--- src/sv/c_subset_lexer_macros.svh ---
// Assertion helpers shared by the lexer modules.
// Each module that uses them has clk and rst_n in scope.
`ifndef C_SUBSET_LEXER_MACROS_SVH
`define C_SUBSET_LEXER_MACROS_SVH

`define LEX_ASSERT(name, prop, msg) \
    name: assert property (@(posedge clk) disable iff (!rst_n) prop) else $error(msg);

`define LEX_ASSERT_NEXT(name, ante, cons, msg) \
    name: assert property (@(posedge clk) disable iff (!rst_n) (ante) |=> (cons)) else $error(msg);

`endif

--- src/sv/cslex_pkg.sv ---
`default_nettype none

package cslex_pkg;

    localparam logic [3:0] M_IDLE  = 4'd0;
    localparam logic [3:0] M_IDENT = 4'd1;
    localparam logic [3:0] M_INT   = 4'd2;
    localparam logic [3:0] M_BAR   = 4'd3;
    localparam logic [3:0] M_AMP   = 4'd4;
    localparam logic [3:0] M_EQ    = 4'd5;
    localparam logic [3:0] M_EXCL  = 4'd6;
    localparam logic [3:0] M_LT    = 4'd7;
    localparam logic [3:0] M_GT    = 4'd8;
    localparam logic [3:0] M_ERR   = 4'd9;

    localparam logic [5:0] K_EOF    = 6'd0;
    localparam logic [5:0] K_IDENT  = 6'd1;
    localparam logic [5:0] K_INT    = 6'd2;
    localparam logic [5:0] K_IF     = 6'd3;
    localparam logic [5:0] K_ELSE   = 6'd4;
    localparam logic [5:0] K_WHILE  = 6'd5;
    localparam logic [5:0] K_RETURN = 6'd6;
    localparam logic [5:0] K_OROR   = 6'd7;
    localparam logic [5:0] K_OR     = 6'd8;
    localparam logic [5:0] K_XOR    = 6'd9;
    localparam logic [5:0] K_ANDAND = 6'd10;
    localparam logic [5:0] K_AND    = 6'd11;
    localparam logic [5:0] K_TILDE  = 6'd12;
    localparam logic [5:0] K_EQEQ   = 6'd13;
    localparam logic [5:0] K_ASSIGN = 6'd14;
    localparam logic [5:0] K_NE     = 6'd15;
    localparam logic [5:0] K_NOT    = 6'd16;
    localparam logic [5:0] K_SHL    = 6'd17;
    localparam logic [5:0] K_LE     = 6'd18;
    localparam logic [5:0] K_LTH    = 6'd19;
    localparam logic [5:0] K_SHR    = 6'd20;
    localparam logic [5:0] K_GE     = 6'd21;
    localparam logic [5:0] K_GTH    = 6'd22;
    localparam logic [5:0] K_PLUS   = 6'd23;
    localparam logic [5:0] K_MINUS  = 6'd24;
    localparam logic [5:0] K_STAR   = 6'd25;
    localparam logic [5:0] K_SLASH  = 6'd26;
    localparam logic [5:0] K_PCT    = 6'd27;
    localparam logic [5:0] K_LPAREN = 6'd28;
    localparam logic [5:0] K_RPAREN = 6'd29;
    localparam logic [5:0] K_COMMA  = 6'd30;
    localparam logic [5:0] K_SEMI   = 6'd31;
    localparam logic [5:0] K_ERR    = 6'd32;

    localparam logic [30:0] INT_MAX31 = 31'h7FFF_FFFF;

    // Number of leading identifier characters kept in flops for keyword matching.
    localparam int KW_SHADOW = 6;

    localparam logic [1:0] OSEL_FIRST      = 2'd0;
    localparam logic [1:0] OSEL_SECOND_NOW = 2'd1;
    localparam logic [1:0] OSEL_CHAR       = 2'd2;
    localparam logic [1:0] OSEL_SECOND_REG = 2'd3;

    typedef struct packed {
        logic [5:0]  kind;
        logic [30:0] value;
        logic [7:0]  ch;
        logic [3:0]  pos;
        logic        last;
        logic        ovf;
    } tok_t;

    typedef struct packed {
        logic       accept;
        logic       rd_start;
        logic       load_out;
        logic [1:0] out_sel;
    } lex_cmd_t;

    typedef struct packed {
        logic f_single;
        logic f_run;
        logic s_now;
        logic char_last;
    } lex_stat_t;

    function automatic logic is_alpha(input logic [7:0] c);
        return (c >= "a" && c <= "z") || (c >= "A" && c <= "Z") || c == "_";
    endfunction

    function automatic logic is_digit(input logic [7:0] c);
        return c >= "0" && c <= "9";
    endfunction

    function automatic logic is_space(input logic [7:0] c);
        return c == " " || (c >= 8'd9 && c <= 8'd13);
    endfunction

    function automatic logic [5:0] single_kind(input logic [7:0] c);
        logic [5:0] k;
        k = K_EOF;
        case (c)
            "^":     k = K_XOR;
            "~":     k = K_TILDE;
            "+":     k = K_PLUS;
            "-":     k = K_MINUS;
            "*":     k = K_STAR;
            "/":     k = K_SLASH;
            "%":     k = K_PCT;
            "(":     k = K_LPAREN;
            ")":     k = K_RPAREN;
            ",":     k = K_COMMA;
            ";":     k = K_SEMI;
            default: k = K_EOF;
        endcase
        return k;
    endfunction

    function automatic logic [3:0] pend_mode(input logic [7:0] c);
        logic [3:0] m;
        m = M_IDLE;
        case (c)
            "|":     m = M_BAR;
            "&":     m = M_AMP;
            "=":     m = M_EQ;
            "!":     m = M_EXCL;
            "<":     m = M_LT;
            ">":     m = M_GT;
            default: m = M_IDLE;
        endcase
        return m;
    endfunction

    function automatic logic [5:0] two_kind(input logic [3:0] m, input logic [7:0] c);
        logic [5:0] k;
        k = K_EOF;
        case (m)
            M_BAR:   if (c == "|") k = K_OROR;
            M_AMP:   if (c == "&") k = K_ANDAND;
            M_EQ:    if (c == "=") k = K_EQEQ;
            M_EXCL:  if (c == "=") k = K_NE;
            M_LT:
            begin
                if (c == "<") k = K_SHL;
                else if (c == "=") k = K_LE;
            end
            M_GT:
            begin
                if (c == ">") k = K_SHR;
                else if (c == "=") k = K_GE;
            end
            default: k = K_EOF;
        endcase
        return k;
    endfunction

    function automatic logic [5:0] held_kind(input logic [3:0] m);
        logic [5:0] k;
        k = K_EOF;
        case (m)
            M_BAR:   k = K_OR;
            M_AMP:   k = K_AND;
            M_EQ:    k = K_ASSIGN;
            M_EXCL:  k = K_NOT;
            M_LT:    k = K_LTH;
            M_GT:    k = K_GTH;
            default: k = K_EOF;
        endcase
        return k;
    endfunction

endpackage

`default_nettype wire

--- src/sv/cslex_ifs.sv ---
`default_nettype none

interface cslex_in_if;
    logic       valid;
    logic       ready;
    logic [7:0] char_code;
    logic       end_of_input;

    modport source (output valid, output char_code, output end_of_input, input ready);
    modport sink (input valid, input char_code, input end_of_input, output ready);
endinterface

interface cslex_tok_if;
    logic        valid;
    logic        ready;
    logic [5:0]  token_kind;
    logic [30:0] int_value;
    logic [7:0]  ident_char;
    logic [3:0]  char_position;
    logic        last;
    logic        overflow;

    modport source (output valid, output token_kind, output int_value, output ident_char,
                    output char_position, output last, output overflow, input ready);
    modport sink (input valid, input token_kind, input int_value, input ident_char,
                  input char_position, input last, input overflow, output ready);
endinterface

`default_nettype wire

--- src/sv/c_subset_lexer.sv ---
// A single token is valid in the cycle after the byte that completes it is transferred; for an
// identifier run, each character is read into rd_data_reg and then into the output register.
// Throughput: one byte per cycle while each byte yields at most one token and output is free;
// a byte that yields two tokens, or flushes an identifier, holds off the next byte until each
// identifier character and any second token has been loaded for output.
// Reset (rst_n low, asynchronous) returns the lexer to idle with no pending token.
`default_nettype none

module c_subset_lexer
    import cslex_pkg::*;
#(
    parameter int MAX_IDENT_LEN = 16
)
(
    input wire logic clk,
    input wire logic rst_n,
    cslex_in_if.sink    chars,
    cslex_tok_if.source tokens
);

    lex_cmd_t  cmd;
    lex_stat_t stat;
    tok_t      tok;

    cslex_ctrl u_ctrl (
        .clk       (clk),
        .rst_n     (rst_n),
        .in_valid  (chars.valid),
        .in_ready  (chars.ready),
        .out_valid (tokens.valid),
        .out_ready (tokens.ready),
        .stat      (stat),
        .cmd       (cmd)
    );

    cslex_dp #(
        .MAX_IDENT_LEN (MAX_IDENT_LEN)
    ) u_dp (
        .clk          (clk),
        .rst_n        (rst_n),
        .char_code    (chars.char_code),
        .end_of_input (chars.end_of_input),
        .cmd          (cmd),
        .stat         (stat),
        .tok          (tok)
    );

    assign tokens.token_kind    = tok.kind;
    assign tokens.int_value     = tok.value;
    assign tokens.ident_char    = tok.ch;
    assign tokens.char_position = tok.pos;
    assign tokens.last          = tok.last;
    assign tokens.overflow      = tok.ovf;

endmodule

`default_nettype wire

--- src/sv/cslex_ctrl.sv ---
`default_nettype none
`include "c_subset_lexer_macros.svh"

module cslex_ctrl
    import cslex_pkg::*;
(
    input  wire logic      clk,
    input  wire logic      rst_n,
    input  wire logic      in_valid,
    output logic           in_ready,
    output logic           out_valid,
    input  wire logic      out_ready,
    input  wire lex_stat_t stat,
    output lex_cmd_t       cmd
);

    localparam logic [1:0] ST_ACCEPT = 2'd0;
    localparam logic [1:0] ST_CHAR   = 2'd1;
    localparam logic [1:0] ST_SECOND = 2'd2;

    logic [1:0] state_reg;
    logic [1:0] state_next;
    logic       sec_pend_reg;
    logic       sec_pend_next;
    logic       out_valid_reg;
    logic       out_valid_next;
    logic       out_free;
    logic       accept;

    assign out_free  = !out_valid_reg || out_ready;
    assign in_ready  = (state_reg == ST_ACCEPT) && out_free;
    assign accept    = in_valid && in_ready;
    assign out_valid = out_valid_reg;

    always_comb
    begin
        state_next    = state_reg;
        sec_pend_next = sec_pend_reg;
        cmd           = '0;
        case (state_reg)
            ST_ACCEPT:
            begin
                if (accept)
                begin
                    cmd.accept = 1'b1;
                    if (stat.f_run)
                    begin
                        cmd.rd_start  = 1'b1;
                        sec_pend_next = stat.s_now;
                        state_next    = ST_CHAR;
                    end
                    else if (stat.f_single)
                    begin
                        cmd.load_out = 1'b1;
                        cmd.out_sel  = OSEL_FIRST;
                        if (stat.s_now)
                        begin
                            state_next = ST_SECOND;
                        end
                    end
                    else if (stat.s_now)
                    begin
                        cmd.load_out = 1'b1;
                        cmd.out_sel  = OSEL_SECOND_NOW;
                    end
                end
            end
            ST_CHAR:
            begin
                if (out_free)
                begin
                    cmd.load_out = 1'b1;
                    cmd.out_sel  = OSEL_CHAR;
                    if (stat.char_last)
                    begin
                        state_next = sec_pend_reg ? ST_SECOND : ST_ACCEPT;
                    end
                end
            end
            ST_SECOND:
            begin
                if (out_free)
                begin
                    cmd.load_out = 1'b1;
                    cmd.out_sel  = OSEL_SECOND_REG;
                    state_next   = ST_ACCEPT;
                end
            end
            default:
            begin
                state_next = ST_ACCEPT;
            end
        endcase
    end

    always_comb
    begin
        if (cmd.load_out)
        begin
            out_valid_next = 1'b1;
        end
        else if (out_ready)
        begin
            out_valid_next = 1'b0;
        end
        else
        begin
            out_valid_next = out_valid_reg;
        end
    end

    always_ff @(posedge clk or negedge rst_n)
    begin
        if (!rst_n)
        begin
            state_reg     <= ST_ACCEPT;
            sec_pend_reg  <= 1'b0;
            out_valid_reg <= 1'b0;
        end
        else
        begin
            state_reg     <= state_next;
            sec_pend_reg  <= sec_pend_next;
            out_valid_reg <= out_valid_next;
        end
    end

    `LEX_ASSERT(a_no_overwrite, cmd.load_out |-> out_free, "output register overwritten while a transfer is pending")
    `LEX_ASSERT(a_flush_exclusive, accept |-> !(stat.f_run && stat.f_single), "identifier run and single flush requested together")
    `LEX_ASSERT_NEXT(a_run_enters_char, accept && stat.f_run, state_reg == ST_CHAR, "identifier flush did not start character output")

endmodule

`default_nettype wire

--- src/sv/cslex_dp.sv ---
`default_nettype none
`include "c_subset_lexer_macros.svh"

module cslex_dp
    import cslex_pkg::*;
#(
    parameter int MAX_IDENT_LEN = 16
)
(
    input  wire logic       clk,
    input  wire logic       rst_n,
    input  wire logic [7:0] char_code,
    input  wire logic       end_of_input,
    input  wire lex_cmd_t   cmd,
    output lex_stat_t       stat,
    output tok_t            tok
);

    localparam int AW = $clog2(MAX_IDENT_LEN);
    localparam int LW = $clog2(MAX_IDENT_LEN + 1);

    logic [3:0]    mode_reg;
    logic [LW-1:0] len_reg;
    logic [30:0]   acc_reg;
    logic          ovf_reg;
    logic [7:0]    kw_reg [KW_SHADOW];
    logic [7:0]    mem [MAX_IDENT_LEN];
    logic [7:0]    rd_data_reg;
    logic [AW-1:0] rd_idx_reg;
    logic [5:0]    sec_kind_reg;
    tok_t          out_reg;

    logic          alpha;
    logic          digit;
    logic          space;
    logic [5:0]    skind;
    logic [3:0]    pmode;
    logic [5:0]    two;
    logic [5:0]    hkind;
    logic [5:0]    kw_kind;
    logic          cont;
    logic          err_hold;
    logic          flush;
    logic          start;
    logic          room;
    logic [5:0]    f_kind;
    logic [30:0]   f_value;
    logic          f_ovf;
    logic [5:0]    s_kind;
    logic [34:0]   acc_wide;
    logic          acc_sat;
    logic          mem_we;
    logic [LW-1:0] wr_pos;
    logic          rd_en;
    logic          load_char;
    logic [AW-1:0] rd_addr;
    tok_t          out_next;

    assign alpha    = is_alpha(char_code);
    assign digit    = is_digit(char_code);
    assign space    = is_space(char_code);
    assign skind    = single_kind(char_code);
    assign pmode    = pend_mode(char_code);
    assign two      = end_of_input ? K_EOF : two_kind(mode_reg, char_code);
    assign hkind    = held_kind(mode_reg);
    assign room     = len_reg < LW'(MAX_IDENT_LEN);
    assign cont     = !end_of_input &&
                      (((mode_reg == M_IDENT) && (alpha || digit)) ||
                       ((mode_reg == M_INT) && digit));
    assign err_hold = !end_of_input && (mode_reg == M_ERR);
    assign flush    = !cont && !err_hold && (two == K_EOF);
    assign start    = flush && !end_of_input;

    // A truncated name never matches a keyword.
    always_comb
    begin
        kw_kind = K_EOF;
        if (!ovf_reg)
        begin
            if (len_reg == LW'(2) && kw_reg[0] == "i" && kw_reg[1] == "f")
            begin
                kw_kind = K_IF;
            end
            else if (len_reg == LW'(4) && kw_reg[0] == "e" && kw_reg[1] == "l" &&
                     kw_reg[2] == "s" && kw_reg[3] == "e")
            begin
                kw_kind = K_ELSE;
            end
            else if (len_reg == LW'(5) && kw_reg[0] == "w" && kw_reg[1] == "h" &&
                     kw_reg[2] == "i" && kw_reg[3] == "l" && kw_reg[4] == "e")
            begin
                kw_kind = K_WHILE;
            end
            else if (len_reg == LW'(6) && kw_reg[0] == "r" && kw_reg[1] == "e" &&
                     kw_reg[2] == "t" && kw_reg[3] == "u" && kw_reg[4] == "r" &&
                     kw_reg[5] == "n")
            begin
                kw_kind = K_RETURN;
            end
        end
    end

    always_comb
    begin
        stat.f_run    = flush && (mode_reg == M_IDENT) && (kw_kind == K_EOF);
        stat.f_single = (two != K_EOF) ||
                        (flush && ((mode_reg == M_INT) || (hkind != K_EOF) ||
                                   ((mode_reg == M_IDENT) && (kw_kind != K_EOF))));
        stat.s_now    = end_of_input ||
                        (start && !space && !alpha && !digit && (pmode == M_IDLE));
        stat.char_last = (LW'(rd_idx_reg) + LW'(1)) == len_reg;
    end

    always_comb
    begin
        f_value = '0;
        f_ovf   = 1'b0;
        if (two != K_EOF)
        begin
            f_kind = two;
        end
        else if (mode_reg == M_INT)
        begin
            f_kind  = K_INT;
            f_value = acc_reg;
            f_ovf   = ovf_reg;
        end
        else if (mode_reg == M_IDENT)
        begin
            f_kind = kw_kind;
        end
        else
        begin
            f_kind = hkind;
        end
    end

    assign s_kind   = end_of_input ? K_EOF : ((skind != K_EOF) ? skind : K_ERR);
    assign acc_wide = ({4'b0, acc_reg} << 3) + ({4'b0, acc_reg} << 1) +
                      35'(char_code[3:0]);
    assign acc_sat  = acc_wide > 35'(INT_MAX31);

    assign mem_we    = cmd.accept && !end_of_input &&
                       ((cont && (mode_reg == M_IDENT) && room) || (start && alpha));
    assign wr_pos    = start ? '0 : len_reg;
    assign load_char = cmd.load_out && (cmd.out_sel == OSEL_CHAR);
    assign rd_en     = cmd.rd_start || load_char;
    assign rd_addr   = cmd.rd_start ? '0 : AW'(rd_idx_reg + AW'(1));

    always_ff @(posedge clk)
    begin
        if (mem_we)
        begin
            mem[wr_pos[AW-1:0]] <= char_code;
        end
        if (rd_en)
        begin
            rd_data_reg <= mem[rd_addr];
        end
    end

    always_ff @(posedge clk)
    begin
        for (int i = 0; i < KW_SHADOW; i++)
        begin
            if (mem_we && wr_pos == LW'(i))
            begin
                kw_reg[i] <= char_code;
            end
        end
    end

    always_ff @(posedge clk or negedge rst_n)
    begin
        if (!rst_n)
        begin
            mode_reg <= M_IDLE;
            len_reg  <= '0;
            acc_reg  <= '0;
            ovf_reg  <= 1'b0;
        end
        else if (cmd.accept)
        begin
            if (end_of_input)
            begin
                mode_reg <= M_IDLE;
            end
            else if (cont)
            begin
                if (mode_reg == M_IDENT)
                begin
                    if (room)
                    begin
                        len_reg <= len_reg + LW'(1);
                    end
                    else
                    begin
                        ovf_reg <= 1'b1;
                    end
                end
                else
                begin
                    acc_reg <= acc_sat ? INT_MAX31 : acc_wide[30:0];
                    if (acc_sat)
                    begin
                        ovf_reg <= 1'b1;
                    end
                end
            end
            else if (two != K_EOF)
            begin
                mode_reg <= M_IDLE;
            end
            else if (start)
            begin
                if (space)
                begin
                    mode_reg <= M_IDLE;
                end
                else if (alpha)
                begin
                    mode_reg <= M_IDENT;
                    len_reg  <= LW'(1);
                    ovf_reg  <= 1'b0;
                end
                else if (digit)
                begin
                    mode_reg <= M_INT;
                    acc_reg  <= 31'(char_code[3:0]);
                    ovf_reg  <= 1'b0;
                end
                else if (pmode != M_IDLE)
                begin
                    mode_reg <= pmode;
                end
                else if (skind != K_EOF)
                begin
                    mode_reg <= M_IDLE;
                end
                else
                begin
                    mode_reg <= M_ERR;
                end
            end
        end
    end

    always_ff @(posedge clk or negedge rst_n)
    begin
        if (!rst_n)
        begin
            rd_idx_reg <= '0;
        end
        else if (cmd.rd_start)
        begin
            rd_idx_reg <= '0;
        end
        else if (load_char)
        begin
            rd_idx_reg <= AW'(rd_idx_reg + AW'(1));
        end
    end

    always_comb
    begin
        out_next      = '0;
        out_next.last = 1'b1;
        case (cmd.out_sel)
            OSEL_FIRST:
            begin
                out_next.kind  = f_kind;
                out_next.value = f_value;
                out_next.ovf   = f_ovf;
            end
            OSEL_SECOND_NOW:
            begin
                out_next.kind = s_kind;
            end
            OSEL_CHAR:
            begin
                out_next.kind = K_IDENT;
                out_next.ch   = rd_data_reg;
                out_next.pos  = 4'(rd_idx_reg);
                out_next.last = stat.char_last;
                out_next.ovf  = ovf_reg;
            end
            OSEL_SECOND_REG:
            begin
                out_next.kind = sec_kind_reg;
            end
            default:
            begin
                out_next.kind = K_ERR;
            end
        endcase
    end

    always_ff @(posedge clk)
    begin
        if (cmd.accept)
        begin
            sec_kind_reg <= s_kind;
        end
        if (cmd.load_out)
        begin
            out_reg <= out_next;
        end
    end

    assign tok = out_reg;

    `LEX_ASSERT(a_len_bound, len_reg <= LW'(MAX_IDENT_LEN), "identifier length beyond buffer")
    `LEX_ASSERT(a_mode_legal, mode_reg <= M_ERR, "lexer mode outside the defined codes")
    `LEX_ASSERT(a_char_in_run, load_char |-> (LW'(rd_idx_reg) < len_reg), "read past identifier end")

endmodule

`default_nettype wire
--- src/flat_wrapper.sv ---
// flat-port wrapper written by rule: the top's interface ports become plain ports
module c_subset_lexer_flat import cslex_pkg::*;
#(
    parameter int MAX_IDENT_LEN = 16
)
  (clk, rst_n, chars_valid, chars_char_code, chars_end_of_input, chars_ready, tokens_valid, tokens_token_kind, tokens_int_value, tokens_ident_char, tokens_char_position, tokens_last, tokens_overflow, tokens_ready);
  cslex_in_if chars_i ();
  cslex_tok_if tokens_i ();
  input wire logic clk;
  input wire logic rst_n;
  input wire logic [$bits(chars_i.valid)-1:0] chars_valid;
  input wire logic [$bits(chars_i.char_code)-1:0] chars_char_code;
  input wire logic [$bits(chars_i.end_of_input)-1:0] chars_end_of_input;
  output wire logic [$bits(chars_i.ready)-1:0] chars_ready;
  output wire logic [$bits(tokens_i.valid)-1:0] tokens_valid;
  output wire logic [$bits(tokens_i.token_kind)-1:0] tokens_token_kind;
  output wire logic [$bits(tokens_i.int_value)-1:0] tokens_int_value;
  output wire logic [$bits(tokens_i.ident_char)-1:0] tokens_ident_char;
  output wire logic [$bits(tokens_i.char_position)-1:0] tokens_char_position;
  output wire logic [$bits(tokens_i.last)-1:0] tokens_last;
  output wire logic [$bits(tokens_i.overflow)-1:0] tokens_overflow;
  input wire logic [$bits(tokens_i.ready)-1:0] tokens_ready;
  assign chars_i.valid = chars_valid;
  assign chars_i.char_code = chars_char_code;
  assign chars_i.end_of_input = chars_end_of_input;
  assign chars_ready = chars_i.ready;
  assign tokens_valid = tokens_i.valid;
  assign tokens_token_kind = tokens_i.token_kind;
  assign tokens_int_value = tokens_i.int_value;
  assign tokens_ident_char = tokens_i.ident_char;
  assign tokens_char_position = tokens_i.char_position;
  assign tokens_last = tokens_i.last;
  assign tokens_overflow = tokens_i.overflow;
  assign tokens_i.ready = tokens_ready;
  c_subset_lexer #(.MAX_IDENT_LEN(MAX_IDENT_LEN)) u_core (.clk(clk), .rst_n(rst_n), .chars(chars_i), .tokens(tokens_i));
endmodule
--- config.mk ---
export PLATFORM = sky130hd
export DESIGN_NAME = c_subset_lexer_flat
export DESIGN_NICKNAME = d
export VERILOG_FILES = /design/src/sv/cslex_pkg.sv /design/src/sv/cslex_ifs.sv /design/src/sv/c_subset_lexer.sv /design/src/sv/cslex_ctrl.sv /design/src/sv/cslex_dp.sv /design/src/flat_wrapper.sv
export VERILOG_INCLUDE_DIRS = /design/src /design/src/sv
export SDC_FILE = /design/constraint.sdc
export NUM_CORES = 1
export LEC_CHECK = 0
export ABC_CLOCK_PERIOD_IN_PS = 5600
export BUFFER_PORTS_ARGS = -buffer_cell sky130_fd_sc_hd__buf_2
export CAP_MARGIN = 20
export CORE_ASPECT_RATIO = 0.75
export CORE_UTILIZATION = 65
export CTS_BUF_LIST = sky130_fd_sc_hd__clkbuf_8 sky130_fd_sc_hd__clkbuf_16
export DETAILED_ROUTE_END_ITERATION = 10
export PLACE_DENSITY = 0.81
export SLEW_MARGIN = 15
export SYNTH_ARGS = -nofsm -noshare
export SYNTH_HDL_FRONTEND = slang
export SYNTH_SLANG_ARGS = --single-unit
--- constraint.sdc ---
create_clock -name clk -period 5.6 [get_ports clk]
set_input_delay 1.68 -clock clk [delete_from_list [all_inputs] [get_ports clk]]
set_output_delay 1.68 -clock clk [all_outputs]
set_load 0.005 [all_outputs]
==> flow_summary.toml <==
[layout]
area_growth_pct = 11.4
fillers = 1409
fin_cells = 1640
drive_gt1_frac = 0.169
largest_reg_flops = 128
finalInstanceArea_sq_mm = 0.0168
fin_nets = 1406
diodes = 0
final_common_cell = "edfxtp_1"
final_cell_mix = "241 x edfxtp_1, 115 x nand2_1, 88 x a21oi_1"

[route]
ant_nets = 0
drc_errors = 0
wire_per_inst_um = 23.1
first_pass_iters = 6
via_per_inst = 6.71
drt_wl_total_um = 37900
vias = 11011
drt_iter0_drc = 1748

[setup_path]
path_class = "input pin to flop"
cp_slowest_stage_delay_ps = 620
required_ps = 6020
crit_chain = "buf_2, fa_1, inv_1, fa_1, nor2b_1, o2111ai_1, a21oi_1, o21ai_0, a21oi_1, o21a_1, a21oi_2, o31ai_4, buf_6, o211ai_1"
crit_slowest_cell = "o31ai_4"
cp.arrival_ps = 5250
worst_setup_path_end_kind = "flop"
startpoint_type = "input pin"
path_max_fanout = 14

[synth]
synthCells = 1248
ys_ff_latch = 290
yosysSeqAreaShare = 0.560
synth_edf_count = 241
syn_nets = 1329
syn_avg_cell_area_sq_um = 12.1
yosys_warnings = 0
synthFlopType = "edfxtp_1"
synth_cell_types = 106
async_reset_ff_frac = 0.169
syn_area_sq_mm = 0.0151

[clock_tree]
clk_pin_slew_worst_paths_ps = 70
clock_sinks = 290
cts_tree = "done"
post-cts-setup-buffers = 0
ctsResizeCount = 0
cts_hold_buffers = 0
cts-root-buf = "clkbuf_16"
clockBufferDepth = 3
numCtsBuffers = 27
htree_levels = 1
clock_latency_ps = 560

[placement]
numPortBuffers = 65
place_hpwl_um = 25600
dp.cells = 1588
gp_congestion = 1.00
placed_cell_area_sq_mm = 0.0158

[sta]
skew_ps = 18.7
rsz0062_at_grt = "no"
setup_tns_ps = 0
hold_ws_ps = 505
relSlewSlack = 0.385
fmax_mhz = 207
finalHoldViolations = 0
period_share = 0.862
layout_min_cycle_time_ps = 4830
finalSetupViolCount = 0
slew_viol_final = 0
worstMarginPinSlew_ps = 900

[die]
core_area_sq_mm = 0.0224
die_w_um = 178
start_util = 0.674
row_count = 47
ios = 66
die_h_um = 134
die_area_sq_mm = 0.0238

[worst_hold_path]
hp-class = "flop to flop"

[global_route]
use_met1 = 0.511
busiest_layer = "met1"
first_global_vias = 10259
grt_overflow = 0
met3_usage = 0.0609
grt_pass1_wl_um = 58700
grtUsageMet2 = 0.469
grt.total_usage = 0.325
antenna_found_initial = 1
grt_max_degree = 52

[run_status]
status = "finished, final reports clean"

[pwr]
p_total_uw = 7080
vdd_drop_max_mv = 0.306
powerDensity_mw_per_mm2 = 421
total_leakage_power_uw = 0.00637

[flow_run]
drv_cap = 0
[metrics by stage]
step | worst slack, ps | utilization
2_1_floorplan | 950 | -
3_3_place_gp | 207 | 0.706
3_5_place_dp | 47.0 | 0.706
4_1_cts | 590 | 0.750
5_1_grt | 594 | 0.751
6_report | 771 | 0.751
[path summary, 6_finish.rpt]
check                                                       startpoint  slack (ps)                                     end  depth (start not counted)
worst max-delay path                                chars_char_code[3]         770      u_core.u_dp.acc_reg[7]$_DFFE_PN0P_                         14
worst min-delay path            u_core.u_ctrl.sec_pend_reg$_DFFE_PN0P_         510  u_core.u_ctrl.sec_pend_reg$_DFFE_PN0P_                          2
worst max register to register      u_core.u_dp.acc_reg[0]$_DFFE_PN0P_        1590      u_core.u_dp.acc_reg[7]$_DFFE_PN0P_                         13
worst min register to register  u_core.u_ctrl.sec_pend_reg$_DFFE_PN0P_         510  u_core.u_ctrl.sec_pend_reg$_DFFE_PN0P_                          2
max in group asynchronous                                        rst_n        3880     u_core.u_dp.acc_reg[10]$_DFFE_PN0P_                          2
min in group asynchronous                                        rst_n        1250     u_core.u_dp.acc_reg[30]$_DFFE_PN0P_                          2
[synthesized netlist by cell type, types with 20 or more instances]
| library cell | count | area [sq um] |
|---|---|---|
| clkbuf_1 | 28 | 105 |
| ha_1 | 66 | 826 |
| o211ai_1 | 28 | 210 |
| o21ai_0 | 53 | 265 |
| and2_1 | 49 | 307 |
| mux4_2 | 20 | 450 |
| a21oi_1 | 88 | 440 |
| nand2_1 | 115 | 432 |
| dfrtp_1 | 49 | 1230 |
| edfxtp_1 | 241 | 7240 |
| inv_1 | 25 | 93.8 |
| nor2_1 | 86 | 323 |
[layer usage]
metal,part of all wire,wire length (um)
met1,0.44,16800
met2,0.43,16300
met3,0.10,3930
met4,0.022,824
met5,0,0
[logic make-up after synthesis]
logic type / count (synthesis) / synth area share
AND/OR/NAND/NOR: 433 / 0.158
AO/OA/AOI/OAI: 291 / 0.130
flip-flops: 290 / 0.560
buffers and inverters: 84 / 0.0248
adder cells (fa/ha/maj): 69 / 0.0580
multiplexers: 43 / 0.0464
XOR/XNOR: 38 / 0.0220
[cell type report]
| cell class | count | area [sq um] | share of cell area |
|---|---|---|---|
| Timing Repair Buffer | 107 | 642 | 0.0382 |
| Sequential cell | 290 | 8460 | 0.503 |
| Clock buffer | 27 | 676 | 0.0402 |
| Tap cell | 294 | 368 | 0.0219 |
| Clock inverter | 23 | 304 | 0.0181 |
| Inverter | 25 | 93.8 | 0.00558 |
| Multi-Input combinational cell | 874 | 6270 | 0.373 |
[critical path: cells and delay by family]
family	cells	cell delay, ps
AO/OA/AOI/OAI	8	1890
adder cells (fa/ha/maj)	2	1020
buffers and inverters	3	440
AND/OR/NAND/NOR	1	200
[power breakdown]
group | switching, uW | total [uW] | internal, uW
Clock | 815 | 2020 | 1210
Sequential | 170 | 2910 | 2740
Combinational | 1260 | 2150 | 883
Total | 2250 | 7080 | 4840
No activity file was read; power rests on OpenSTA's default activity.
